## config.mk

```make
export PLATFORM = sky130hd
export DESIGN_NAME = psa_gather
export DESIGN_NICKNAME = d
export VERILOG_FILES = /design/src/hdl/psa_pkg.sv /design/src/hdl/psa_gather.sv
export SDC_FILE = /design/constraint.sdc
export NUM_CORES = 1
export LEC_CHECK = 0
export BUFFER_PORTS_ARGS = -buffer_cell sky130_fd_sc_hd__buf_4
export CAP_MARGIN = 20
export CORE_ASPECT_RATIO = 0.7
export CORE_MARGIN = 3
export CORE_UTILIZATION = 29
export CTS_BUF_LIST = sky130_fd_sc_hd__clkbuf_4 sky130_fd_sc_hd__clkbuf_8
export DETAILED_ROUTE_END_ITERATION = 10
export PLACE_DENSITY = 0.5
export SLEW_MARGIN = 20
export SYNTH_ARGS = -nofsm -noshare
export SYNTH_HDL_FRONTEND = slang
export SYNTH_SLANG_ARGS = --single-unit
```

## constraint.sdc

```tcl
create_clock -name clk -period 6.1 [get_ports clk]
set_input_delay 1.22 -clock clk [delete_from_list [all_inputs] [get_ports clk]]
set_output_delay 1.22 -clock clk [all_outputs]
set_load 0.02 [all_outputs]
```

## src/hdl/psa_pkg.sv

```systemverilog
// Shared types, constants and helpers for the projection sum aggregator.
// Used by psa_gather, psa_table and projection_sum_aggregator_unit; no dependencies.
package psa_pkg;

	localparam int OUT_BITS = 12;
	localparam int KEY_BITS = 64;
	localparam int MASK_W   = 64;
	localparam int VAL_W    = 64;
	localparam int RES_IDX_W = 12;

	localparam int IDX_W = OUT_BITS;
	localparam int DEPTH = 1 << OUT_BITS;
	localparam int POS_W = $clog2(MASK_W);
	localparam int CNT_W = $clog2(OUT_BITS + 1);

	localparam logic [MASK_W-1:0] KEY_MASK = {MASK_W{1'b1}} >> (MASK_W - KEY_BITS);

	localparam logic OP_ACCUM = 1'b0;
	localparam logic OP_READ  = 1'b1;

	typedef struct packed {
		logic                    operation;
		logic [MASK_W-1:0]       row_key;
		logic signed [VAL_W-1:0] row_value;
	} psa_in_t;

	typedef struct packed {
		logic [RES_IDX_W-1:0]    entry_index;
		logic signed [VAL_W-1:0] entry_sum;
	} psa_out_t;

	// Table request handed from the gather stage to the read-modify-write stage.
	typedef struct packed {
		logic             valid;
		logic             op;
		logic [IDX_W-1:0] idx;
		logic [VAL_W-1:0] value;
	} psa_req_t;

	typedef enum logic {
		SCAN_IDLE,
		SCAN_RUN
	} psa_scan_state_t;

	typedef enum logic {
		TBL_CLEAR,
		TBL_RUN
	} psa_tbl_state_t;

	function automatic logic [RES_IDX_W-1:0] psa_res_index(input logic [IDX_W-1:0] idx);
		logic [31:0] wide;
		wide = 32'(idx);
		return wide[RES_IDX_W-1:0];
	endfunction

endpackage

```

## src/hdl/psa_gather.sv

```systemverilog
// Select mask register, position scan and bit gather for the table index.
// Depends on psa_pkg.
module psa_gather
	import psa_pkg::*;
(
	input  logic              clk,
	input  logic              arst_n,
	input  logic              cfg_we,
	input  logic [MASK_W-1:0] cfg_data,
	input  logic [MASK_W-1:0] key,
	output logic [IDX_W-1:0]  idx,
	output logic              scan_busy
);

	localparam logic [POS_W-1:0] POS_LAST = POS_W'(MASK_W - 1);

	psa_scan_state_t   state_q, state_d;
	logic [MASK_W-1:0] mask_q;
	logic [POS_W-1:0]  scan_cnt_q;
	logic [CNT_W-1:0]  taken_q;
	logic [POS_W-1:0]  pos_q [OUT_BITS];
	logic [MASK_W-1:0] key_m;
	logic              take;

	always_ff @(posedge clk or negedge arst_n) begin
		if (!arst_n) begin
			state_q <= SCAN_IDLE;
		end else begin
			state_q <= state_d;
		end
	end

	always_comb begin
		state_d   = state_q;
		scan_busy = 1'b0;
		case (state_q)
			SCAN_IDLE: begin
				if (cfg_we) state_d = SCAN_RUN;
			end
			SCAN_RUN: begin
				scan_busy = 1'b1;
				if (cfg_we) state_d = SCAN_RUN;
				else if (scan_cnt_q == POS_LAST) state_d = SCAN_IDLE;
			end
			default: state_d = SCAN_IDLE;
		endcase
	end

	assign take = (state_q == SCAN_RUN) && mask_q[scan_cnt_q] && (taken_q < CNT_W'(OUT_BITS));

	// One mask bit is examined per cycle; the n-th set bit records its position in slot n.
	always_ff @(posedge clk or negedge arst_n) begin
		if (!arst_n) begin
			mask_q     <= '0;
			taken_q    <= '0;
			scan_cnt_q <= '0;
		end else if (cfg_we) begin
			mask_q     <= cfg_data;
			taken_q    <= '0;
			scan_cnt_q <= '0;
		end else if (state_q == SCAN_RUN) begin
			scan_cnt_q <= scan_cnt_q + 1'b1;
			if (take) taken_q <= taken_q + 1'b1;
		end
	end

	always_ff @(posedge clk) begin
		for (int i = 0; i < OUT_BITS; i++) begin
			if (take && (taken_q == CNT_W'(i))) pos_q[i] <= scan_cnt_q;
		end
	end

	assign key_m = key & KEY_MASK;

	always_comb begin
		for (int i = 0; i < OUT_BITS; i++) begin
			idx[i] = (CNT_W'(i) < taken_q) ? key_m[pos_q[i]] : 1'b0;
		end
	end

	a_taken_bound: assert property (@(posedge clk) disable iff (!arst_n)
		take |=> (taken_q <= CNT_W'(OUT_BITS)) && (taken_q == $past(taken_q) + 1'b1))
		else $error("gather slot count ran past its bound");

endmodule

```

==> run_summary.xml, run 1 <==
<?xml version="1.0" encoding="UTF-8"?>
<metrics>
  <group name="drt">
    <metric name="routed_via_count" unit="">8300</metric>
    <metric name="drt_first_iter_violations" unit="">1155</metric>
    <metric name="drt_pre_antenna_iters" unit="">7</metric>
    <metric name="final_antenna_net_count" unit="">0</metric>
    <metric name="drc" unit="">0</metric>
    <metric name="wl_per_cell" unit="µm">30.96</metric>
    <metric name="route.detailed.vias_per_inst" unit="">6.217</metric>
    <metric name="totalWireLength" unit="mm">41.33</metric>
  </group>
  <group name="sta">
    <metric name="fin_tns_setup" unit="ps">0</metric>
    <metric name="max-slew-margin-rel" unit="%">31.56</metric>
    <metric name="holdWs" unit="ps">508.6</metric>
    <metric name="rsz0062_at_grt" unit="">no</metric>
    <metric name="final-hold-violation-count" unit="">0</metric>
    <metric name="fmax" unit="MHz">218.5</metric>
    <metric name="worst_pin_slew" unit="ps">1027</metric>
    <metric name="setup_violations" unit="">0</metric>
    <metric name="finalWorstPathRequiredPeriod" unit="ps">4577</metric>
    <metric name="post-route-period-util" unit="%">75.03</metric>
    <metric name="worst_slack" unit="ps">1523</metric>
    <metric name="maxSlewViolCount" unit="">0</metric>
    <metric name="final.setup_skew" unit="ps">15.16</metric>
  </group>
  <group name="finish">
    <metric name="final_cell_area" unit="µm²">13850</metric>
    <metric name="layout.core_utilization" unit="%">34.31</metric>
    <metric name="final.fill_count" unit="">3871</metric>
    <metric name="area_taken_by_multi_input_logic_gates" unit="µm²">7440</metric>
    <metric name="layout.cells.non_filler" unit="">1335</metric>
    <metric name="layout.area.seq" unit="µm²">4040</metric>
    <metric name="fin_nets" unit="">921</metric>
    <metric name="drive_above_1_share" unit="%">64.71</metric>
    <metric name="flow.area_growth_from_synthesis" unit="%">15.03</metric>
  </group>
  <group name="setup_path">
    <metric name="critPathMaxStageDelay" unit="ps">910</metric>
    <metric name="arrival" unit="ps">3360</metric>
    <metric name="path_class" unit="">reg -&gt; out</metric>
    <metric name="critical_path_required" unit="ps">4880</metric>
    <metric name="setup.worst_path.start_class" unit="">flip-flop</metric>
    <metric name="crit_path_end_kind" unit="">output pin</metric>
    <metric name="worst-path-max-fanout" unit="">11</metric>
    <metric name="worst_r2r_path_cells" unit="">7</metric>
    <metric name="crit_path_top_delay_cell" unit="">sky130_fd_sc_hd__edfxtp_1</metric>
    <metric name="crit_chain" unit="">buf_4 -&gt; mux4_2 -&gt; mux4_2 -&gt; mux2i_1 -&gt; a211oi_1 -&gt; buf_4</metric>
  </group>
  <group name="clocking">
    <metric name="post_cts_resized" unit="">0</metric>
    <metric name="cts_tree" unit="">yes</metric>
    <metric name="cts.sinks" unit="">147</metric>
    <metric name="clkLatencyLatePin" unit="ps">450</metric>
    <metric name="ctsHtreeMaxLevel" unit="">4</metric>
    <metric name="cts_setup_buffers" unit="">0</metric>
    <metric name="clk_pin_slew_worst_paths" unit="ps">90</metric>
    <metric name="cts-buffers-inserted" unit="">17</metric>
    <metric name="clock_tree_buffer_depth" unit="">2</metric>
    <metric name="root_buffer_cell" unit="">sky130_fd_sc_hd__clkbuf_8</metric>
    <metric name="quantity_of_hold_fixing_buffers_added_after_cts" unit="">0</metric>
  </group>
  <group name="pwr">
    <metric name="worst_ir_drop_vdd" unit="µV">124.2</metric>
    <metric name="finalPower" unit="mW">2.730</metric>
    <metric name="leakage" unit="nW">4.833</metric>
    <metric name="p_per_area" unit="nW/µm²">197.1</metric>
  </group>
  <group name="die">
    <metric name="initial_core_util" unit="%">29.83</metric>
    <metric name="io_pins" unit="">144</metric>
    <metric name="total_die_area" unit="µm²">44050</metric>
    <metric name="die_height" unit="µm">176.5</metric>
    <metric name="coreArea" unit="µm²">40380</metric>
    <metric name="floorplan.die.width" unit="µm">249.6</metric>
    <metric name="num_rows" unit="">61</metric>
  </group>
  <group name="synthesis">
    <metric name="postSynthCellCount" unit="">739</metric>
    <metric name="yosys.cell_types.count" unit="">43</metric>
    <metric name="synth_edf_count" unit="">72</metric>
    <metric name="synth.yosys.warnings" unit="">0</metric>
    <metric name="postSynthNetCount" unit="">874</metric>
    <metric name="synthArstFlopShare" unit="%">51.02</metric>
    <metric name="ys_ff_latch" unit="">147</metric>
    <metric name="synth_seq_area_share" unit="%">33.54</metric>
    <metric name="post_synth_instance_area" unit="µm²">12040</metric>
    <metric name="yosys_most_used_dff" unit="">sky130_fd_sc_hd__dfrtp_1</metric>
    <metric name="avgSynthCellArea" unit="µm²">16.30</metric>
  </group>
  <group name="global_route">
    <metric name="total_global_routing_overflow" unit="">0</metric>
    <metric name="grt_usage" unit="%">18.93</metric>
    <metric name="grt_start_max_net_pins" unit="">76</metric>
    <metric name="grt_first_pass_wirelength" unit="mm">60.25</metric>
    <metric name="grt_antenna_before_repair" unit="">1</metric>
    <metric name="first_global_vias" unit="">8183</metric>
  </group>
  <group name="flow_run">
    <metric name="max_cap_violations" unit="">0</metric>
  </group>
  <group name="hold_path">
    <metric name="hold_path_depth" unit="">1</metric>
    <metric name="timing.hold.worst.class" unit="">reg -&gt; reg</metric>
  </group>
  <group name="place">
    <metric name="place.port_buffers" unit="">143</metric>
    <metric name="placed_area" unit="µm²">13300</metric>
    <metric name="globalplace.congestion" unit="">0.8800</metric>
    <metric name="dp_slack" unit="ps">1781</metric>
    <metric name="placed_cells" unit="">1294</metric>
    <metric name="place.detailed.hpwl" unit="mm">29.82</metric>
  </group>
  <group name="run_status">
    <metric name="outcome" unit="">finished, final reports clean</metric>
  </group>
</metrics>
==> area by class of cell <==
| type | instances | share of cell area, % |
|---|---|---|
| Antenna cell | 1 | 0.01806 |
| Tap cell | 535 | 4.832 |
| Clock inverter | 13 | 1.156 |
| Inverter | 5 | 0.1355 |
| Clock buffer | 19 | 1.797 |
| Sequential cell | 147 | 29.16 |
| Multi-Input combinational cell | 455 | 53.70 |
| Timing Repair Buffer | 160 | 9.194 |
==> cell usage in the layout (no fill, tap or decap), types with 2 or more instances in the layout <==
| master | n |
|---|---|
| sky130_fd_sc_hd__clkinv_2 | 3 |
| sky130_fd_sc_hd__buf_8 | 7 |
| sky130_fd_sc_hd__and2_1 | 6 |
| sky130_fd_sc_hd__clkinv_4 | 4 |
| sky130_fd_sc_hd__clkbuf_4 | 2 |
| sky130_fd_sc_hd__mux2_2 | 66 |
| sky130_fd_sc_hd__nor3b_2 | 2 |
| sky130_fd_sc_hd__clkbuf_8 | 17 |
| sky130_fd_sc_hd__nand2_1 | 8 |
| sky130_fd_sc_hd__inv_1 | 5 |
| sky130_fd_sc_hd__nor4_2 | 2 |
| sky130_fd_sc_hd__xnor2_1 | 3 |
| sky130_fd_sc_hd__xor2_1 | 2 |
| sky130_fd_sc_hd__buf_4 | 152 |
| sky130_fd_sc_hd__and3_1 | 2 |
| sky130_fd_sc_hd__a221oi_1 | 3 |
| sky130_fd_sc_hd__a211oi_1 | 19 |
| sky130_fd_sc_hd__nand3_1 | 4 |
| sky130_fd_sc_hd__bufinv_16 | 3 |
| sky130_fd_sc_hd__edfxtp_1 | 72 |
| sky130_fd_sc_hd__nor2b_1 | 14 |
| sky130_fd_sc_hd__nor2_1 | 12 |
| sky130_fd_sc_hd__a21oi_1 | 5 |
| sky130_fd_sc_hd__mux4_2 | 252 |
| sky130_fd_sc_hd__ha_1 | 4 |
| sky130_fd_sc_hd__dfrtp_1 | 74 |
| sky130_fd_sc_hd__or3_1 | 2 |
| sky130_fd_sc_hd__mux2i_1 | 27 |
| sky130_fd_sc_hd__o21ai_0 | 4 |
==> layer usage <==
layer | track usage (%) | share of wire, % | vias up
met4 | 5.072 | 2.1 | 0
met3 | 5.758 | 12 | 45
met2 | 25.26 | 42 | 580
li1 | - | - | 3233
met5 | 0 | 0 | -
met1 | 29.39 | 45 | 4442
==> worst max-delay path, delay by kind of cell, from the launching register on <==
kind	cells	cell delay (ps)
muxes	3	1290
DFF	1	910
AOI/OAI and AO/OA	1	180
buffers and inverters	2	540
==> worst paths after layout <==
path	from	end	slack, ps
min in group asynchronous	arst_n	mask_q[16]$_DFFE_PN0P_	580
min reg2reg	mask_q[42]$_DFFE_PN0P_	mask_q[42]$_DFFE_PN0P_	510
max reg2reg	scan_cnt_q[0]$_DFFE_PN0P_	pos_q[2][8]$_DFFE_PP_	2140
max in group asynchronous	arst_n	mask_q[11]$_DFFE_PN0P_	4410
max	pos_q[0][18]$_DFFE_PP_	idx[3]	1520
min	mask_q[42]$_DFFE_PN0P_	mask_q[42]$_DFFE_PN0P_	510
==> flip-flops by register name (all words and copies together), names as in the netlist <==
signal      flops
state_q         1
scan_cnt_q      6
taken_q         4
mask_q         64
pos_q          72
==> synth_stat cells, types with 2 or more instances <==
cell type | instances | area [µm²]
sky130_fd_sc_hd__o21ai_0 | 4 | 20.02
sky130_fd_sc_hd__dfrtp_1 | 75 | 1877
sky130_fd_sc_hd__or3_1 | 2 | 12.51
sky130_fd_sc_hd__mux2i_1 | 27 | 270.3
sky130_fd_sc_hd__buf_6 | 4 | 45.04
sky130_fd_sc_hd__buf_1 | 6 | 22.52
sky130_fd_sc_hd__nand2_1 | 8 | 30.03
sky130_fd_sc_hd__and3_1 | 2 | 12.51
sky130_fd_sc_hd__nor4_1 | 3 | 18.77
sky130_fd_sc_hd__nor2b_1 | 14 | 87.58
sky130_fd_sc_hd__a21oi_1 | 5 | 25.02
sky130_fd_sc_hd__and2_1 | 6 | 37.54
sky130_fd_sc_hd__a221oi_1 | 3 | 26.28
sky130_fd_sc_hd__a211oi_1 | 19 | 142.6
sky130_fd_sc_hd__mux2_2 | 66 | 743.2
sky130_fd_sc_hd__clkbuf_1 | 96 | 360.4
sky130_fd_sc_hd__mux4_2 | 252 | 5675
sky130_fd_sc_hd__ha_1 | 4 | 50.05
sky130_fd_sc_hd__nand3_1 | 4 | 20.02
sky130_fd_sc_hd__nor3b_2 | 2 | 25.02
sky130_fd_sc_hd__xnor2_1 | 3 | 26.28
sky130_fd_sc_hd__inv_1 | 5 | 18.77
sky130_fd_sc_hd__xor2_1 | 2 | 17.52
sky130_fd_sc_hd__nor2_1 | 12 | 45.04
sky130_fd_sc_hd__edfxtp_1 | 72 | 2162
sky130_fd_sc_hd__buf_2 | 26 | 130.1
==> power by group <==
part | switching (mW) | total (mW) | internal, mW
Clock | 0.393 | 0.807 | 0.414
Combinational | 0.311 | 0.711 | 0.400
Sequential | 0.0985 | 1.21 | 1.11
Total | 0.803 | 2.73 | 1.93
==> logic make-up (layout without fill, tap and decap cells) <==
family                   count (synthesis)  in the layout  synth area share, %
AO/OA/AOI/OAI                           43             43                2.660
buffers and inverters                  137            197                4.790
multiplexers                           345            345                55.54
adder cells (fa/ha/maj)                  4              4               0.4156
XOR/XNOR                                 5              5               0.3637
other                                    0              1                    0
flip-flops                             147            147                33.54
AND/OR/NAND/NOR                         58             58                2.691
Note: power is estimated with default switching activity, not from simulation.
==> run 2: changes to the inputs <==
- clock period: 6.1 -> 4.5 ns (I/O delays scaled with it)
==> run_summary.xml, run 2 (same netlist as run 1, synthesis figures left out) <==
<?xml version="1.0" encoding="UTF-8"?>
<metrics>
  <group name="die">
    <metric name="total_die_area" unit="µm²">44050</metric>
    <metric name="floorplan.die.width" unit="µm">249.6</metric>
    <metric name="initial_core_util" unit="%">29.83</metric>
    <metric name="num_rows" unit="">61</metric>
    <metric name="io_pins" unit="">144</metric>
    <metric name="coreArea" unit="µm²">40380</metric>
    <metric name="die_height" unit="µm">176.5</metric>
  </group>
  <group name="finish">
    <metric name="fin_nets" unit="">941</metric>
    <metric name="regMostFlops" unit="">pos_q</metric>
    <metric name="layout.core_utilization" unit="%">34.44</metric>
    <metric name="flow.area_growth_from_synthesis" unit="%">15.46</metric>
    <metric name="flip_flop_count_of_the_largest_register_after_layout" unit="">72</metric>
    <metric name="top_regs" unit="">pos_q: 72 flops, mask_q: 64 flops, scan_cnt_q: 6 flops</metric>
    <metric name="layout_commonest_cell" unit="">sky130_fd_sc_hd__mux4_2</metric>
    <metric name="drive_above_1_share" unit="%">65.57</metric>
    <metric name="layout.cells.most_common_list" unit="">sky130_fd_sc_hd__mux4_2, sky130_fd_sc_hd__buf_4, sky130_fd_sc_hd__dfrtp_1</metric>
  </group>
  <group name="setup_path">
    <metric name="worstReg2RegEnd" unit="">pos_q[2][9]$_DFFE_PP_</metric>
    <metric name="rrSetupSlack" unit="ps">930</metric>
    <metric name="worst_r2r_path_cells" unit="">7</metric>
    <metric name="start_of_the_worst_register_to_register_path" unit="">scan_cnt_q[0]$_DFFE_PN0P_</metric>
    <metric name="path_class" unit="">reg -&gt; out</metric>
    <metric name="crit_path_end_kind" unit="">output pin</metric>
    <metric name="worst-path-max-fanout" unit="">7</metric>
    <metric name="arrival" unit="ps">3270</metric>
    <metric name="crit_chain" unit="">buf_4 -&gt; mux4_2 -&gt; mux4_2 -&gt; a211oi_1 -&gt; a211oi_1 -&gt; buf_4</metric>
    <metric name="critical_path_required" unit="ps">3600</metric>
    <metric name="crit_path_top_delay_cell" unit="">sky130_fd_sc_hd__edfxtp_1</metric>
    <metric name="crit_buf_inv" unit="">2</metric>
    <metric name="cpLargestDelayFamily" unit="">multiplexers</metric>
    <metric name="number_of_cells_on_the_critical_path" unit="">6</metric>
    <metric name="setup.worst_path.start_class" unit="">flip-flop</metric>
    <metric name="critPathMaxStageDelay" unit="ps">820</metric>
  </group>
  <group name="global_route">
    <metric name="grt_usage" unit="%">19.88</metric>
    <metric name="first_global_vias" unit="">8600</metric>
    <metric name="grt_antenna_before_repair" unit="">2</metric>
    <metric name="grt_start_max_net_pins" unit="">76</metric>
    <metric name="total_global_routing_overflow" unit="">0</metric>
    <metric name="grt_first_pass_wirelength" unit="mm">62.81</metric>
  </group>
  <group name="sta">
    <metric name="maxSlewViolCount" unit="">0</metric>
    <metric name="final-hold-violation-count" unit="">0</metric>
    <metric name="rsz0062_at_grt" unit="">no</metric>
    <metric name="finalWorstPathRequiredPeriod" unit="ps">4172</metric>
    <metric name="fin_tns_setup" unit="ps">0</metric>
    <metric name="final.setup_skew" unit="ps">14.51</metric>
    <metric name="fmax" unit="MHz">239.7</metric>
    <metric name="setup_violations" unit="">0</metric>
    <metric name="max-slew-margin-rel" unit="%">34.88</metric>
    <metric name="worst_pin_slew" unit="ps">976.8</metric>
    <metric name="post-route-period-util" unit="%">92.70</metric>
  </group>
  <group name="clocking">
    <metric name="clkLatencyLatePin" unit="ps">460</metric>
    <metric name="post_cts_resized" unit="">0</metric>
    <metric name="quantity_of_hold_fixing_buffers_added_after_cts" unit="">0</metric>
    <metric name="clk_pin_slew_worst_paths" unit="ps">90</metric>
    <metric name="cts_setup_buffers" unit="">0</metric>
    <metric name="ctsHtreeMaxLevel" unit="">4</metric>
    <metric name="clock_tree_buffer_depth" unit="">2</metric>
    <metric name="cts-buffers-inserted" unit="">17</metric>
    <metric name="cts_tree" unit="">yes</metric>
    <metric name="root_buffer_cell" unit="">sky130_fd_sc_hd__clkbuf_8</metric>
    <metric name="cts.sinks" unit="">147</metric>
  </group>
  <group name="pwr">
    <metric name="worst_ir_drop_vdd" unit="µV">170.8</metric>
    <metric name="p_per_area" unit="nW/µm²">263.4</metric>
    <metric name="leakage" unit="nW">4.884</metric>
  </group>
  <group name="place">
    <metric name="place.port_buffers" unit="">143</metric>
    <metric name="place.detailed.hpwl" unit="mm">31.44</metric>
    <metric name="globalplace.congestion" unit="">0.8997</metric>
  </group>
  <group name="run_status">
    <metric name="outcome" unit="">finished, final reports clean</metric>
  </group>
  <group name="drt">
    <metric name="route.detailed.vias_per_inst" unit="">6.271</metric>
    <metric name="final_antenna_net_count" unit="">0</metric>
    <metric name="drt_first_iter_violations" unit="">1044</metric>
    <metric name="drc" unit="">0</metric>
    <metric name="wl_per_cell" unit="µm">32.14</metric>
    <metric name="drt_pre_antenna_iters" unit="">5</metric>
    <metric name="routed_via_count" unit="">8497</metric>
    <metric name="totalWireLength" unit="mm">43.54</metric>
  </group>
  <group name="hold_path">
    <metric name="timing.hold.worst.class" unit="">in -&gt; async</metric>
  </group>
  <group name="flow_run">
    <metric name="max_cap_violations" unit="">0</metric>
  </group>
</metrics>
[run 2: cell types whose count changed in the layout (fill, tap and decap cells not counted), moves of 2 or more]
cell	delta
sky130_fd_sc_hd__inv_6	+6
sky130_fd_sc_hd__clkbuf_4	-2
sky130_fd_sc_hd__buf_4	+27
sky130_fd_sc_hd__clkinv_2	-3
sky130_fd_sc_hd__bufinv_16	-2
sky130_fd_sc_hd__buf_8	-7
[run 2: how the worst max path moves through the flow]
| stage | end | slack (ps) | startpoint |
|---|---|---|---|
| floorplan | idx[7] | 1110 | key[15] |
| global placement | idx[0] | 780 | key[15] |
| detailed placement | idx[0] | 770 | key[15] |
| CTS | idx[3] | 300 | pos_q[0][18]$_DFFE_PP_ |
| global route | idx[3] | 130 | pos_q[0][18]$_DFFE_PP_ |
| finish | idx[3] | 330 | pos_q[0][18]$_DFFE_PP_ |
[run 2: report_power, final]
group	switching [mW]	internal (mW)
logic	0.448	0.550
clock network	0.574	0.450
registers	0.131	1.51
[run 2: area by class of cell]
class,instances,area (µm²)
antenna,1,2.502
clock buffer,17,234.0
clock inverter,15,145.1
fill,3866,26470
inverter,5,18.77
multi-input combinational,455,7440
sequential,147,4040
tap,535,669.4
timing repair buffer,180,1355
[run 2: metrics by stage]
step | worst slack (ps) | hold slack, ps | std cells | area [µm²] | total power, mW
after CTS | 301.5 | 510.0 | 1354 | 13890 | 3.687
after global routing | 131.1 | 502.7 | 1355 | 13900 | 3.834
after detailed placement | 771.0 | 490.3 | 1322 | 13510 | 2.654
after global placement | 783.8 | 485.0 | 1322 | 13510 | 2.652
after floorplan | 1105 | 475.2 | 739 | 12040 | 2.265
final | 328.5 | 444.8 | 1355 | 13900 | 3.662
[run 2: per-layer routing]
metal | global-route usage (%) | up-vias | share of wire [%]
li1 | - | 3280 | -
met1 | 28.41 | 4539 | 42
met2 | 28.14 | 611 | 43
met3 | 7.863 | 65 | 13
met4 | 5.121 | 2 | 2.2
met5 | 0 | - | 0.016
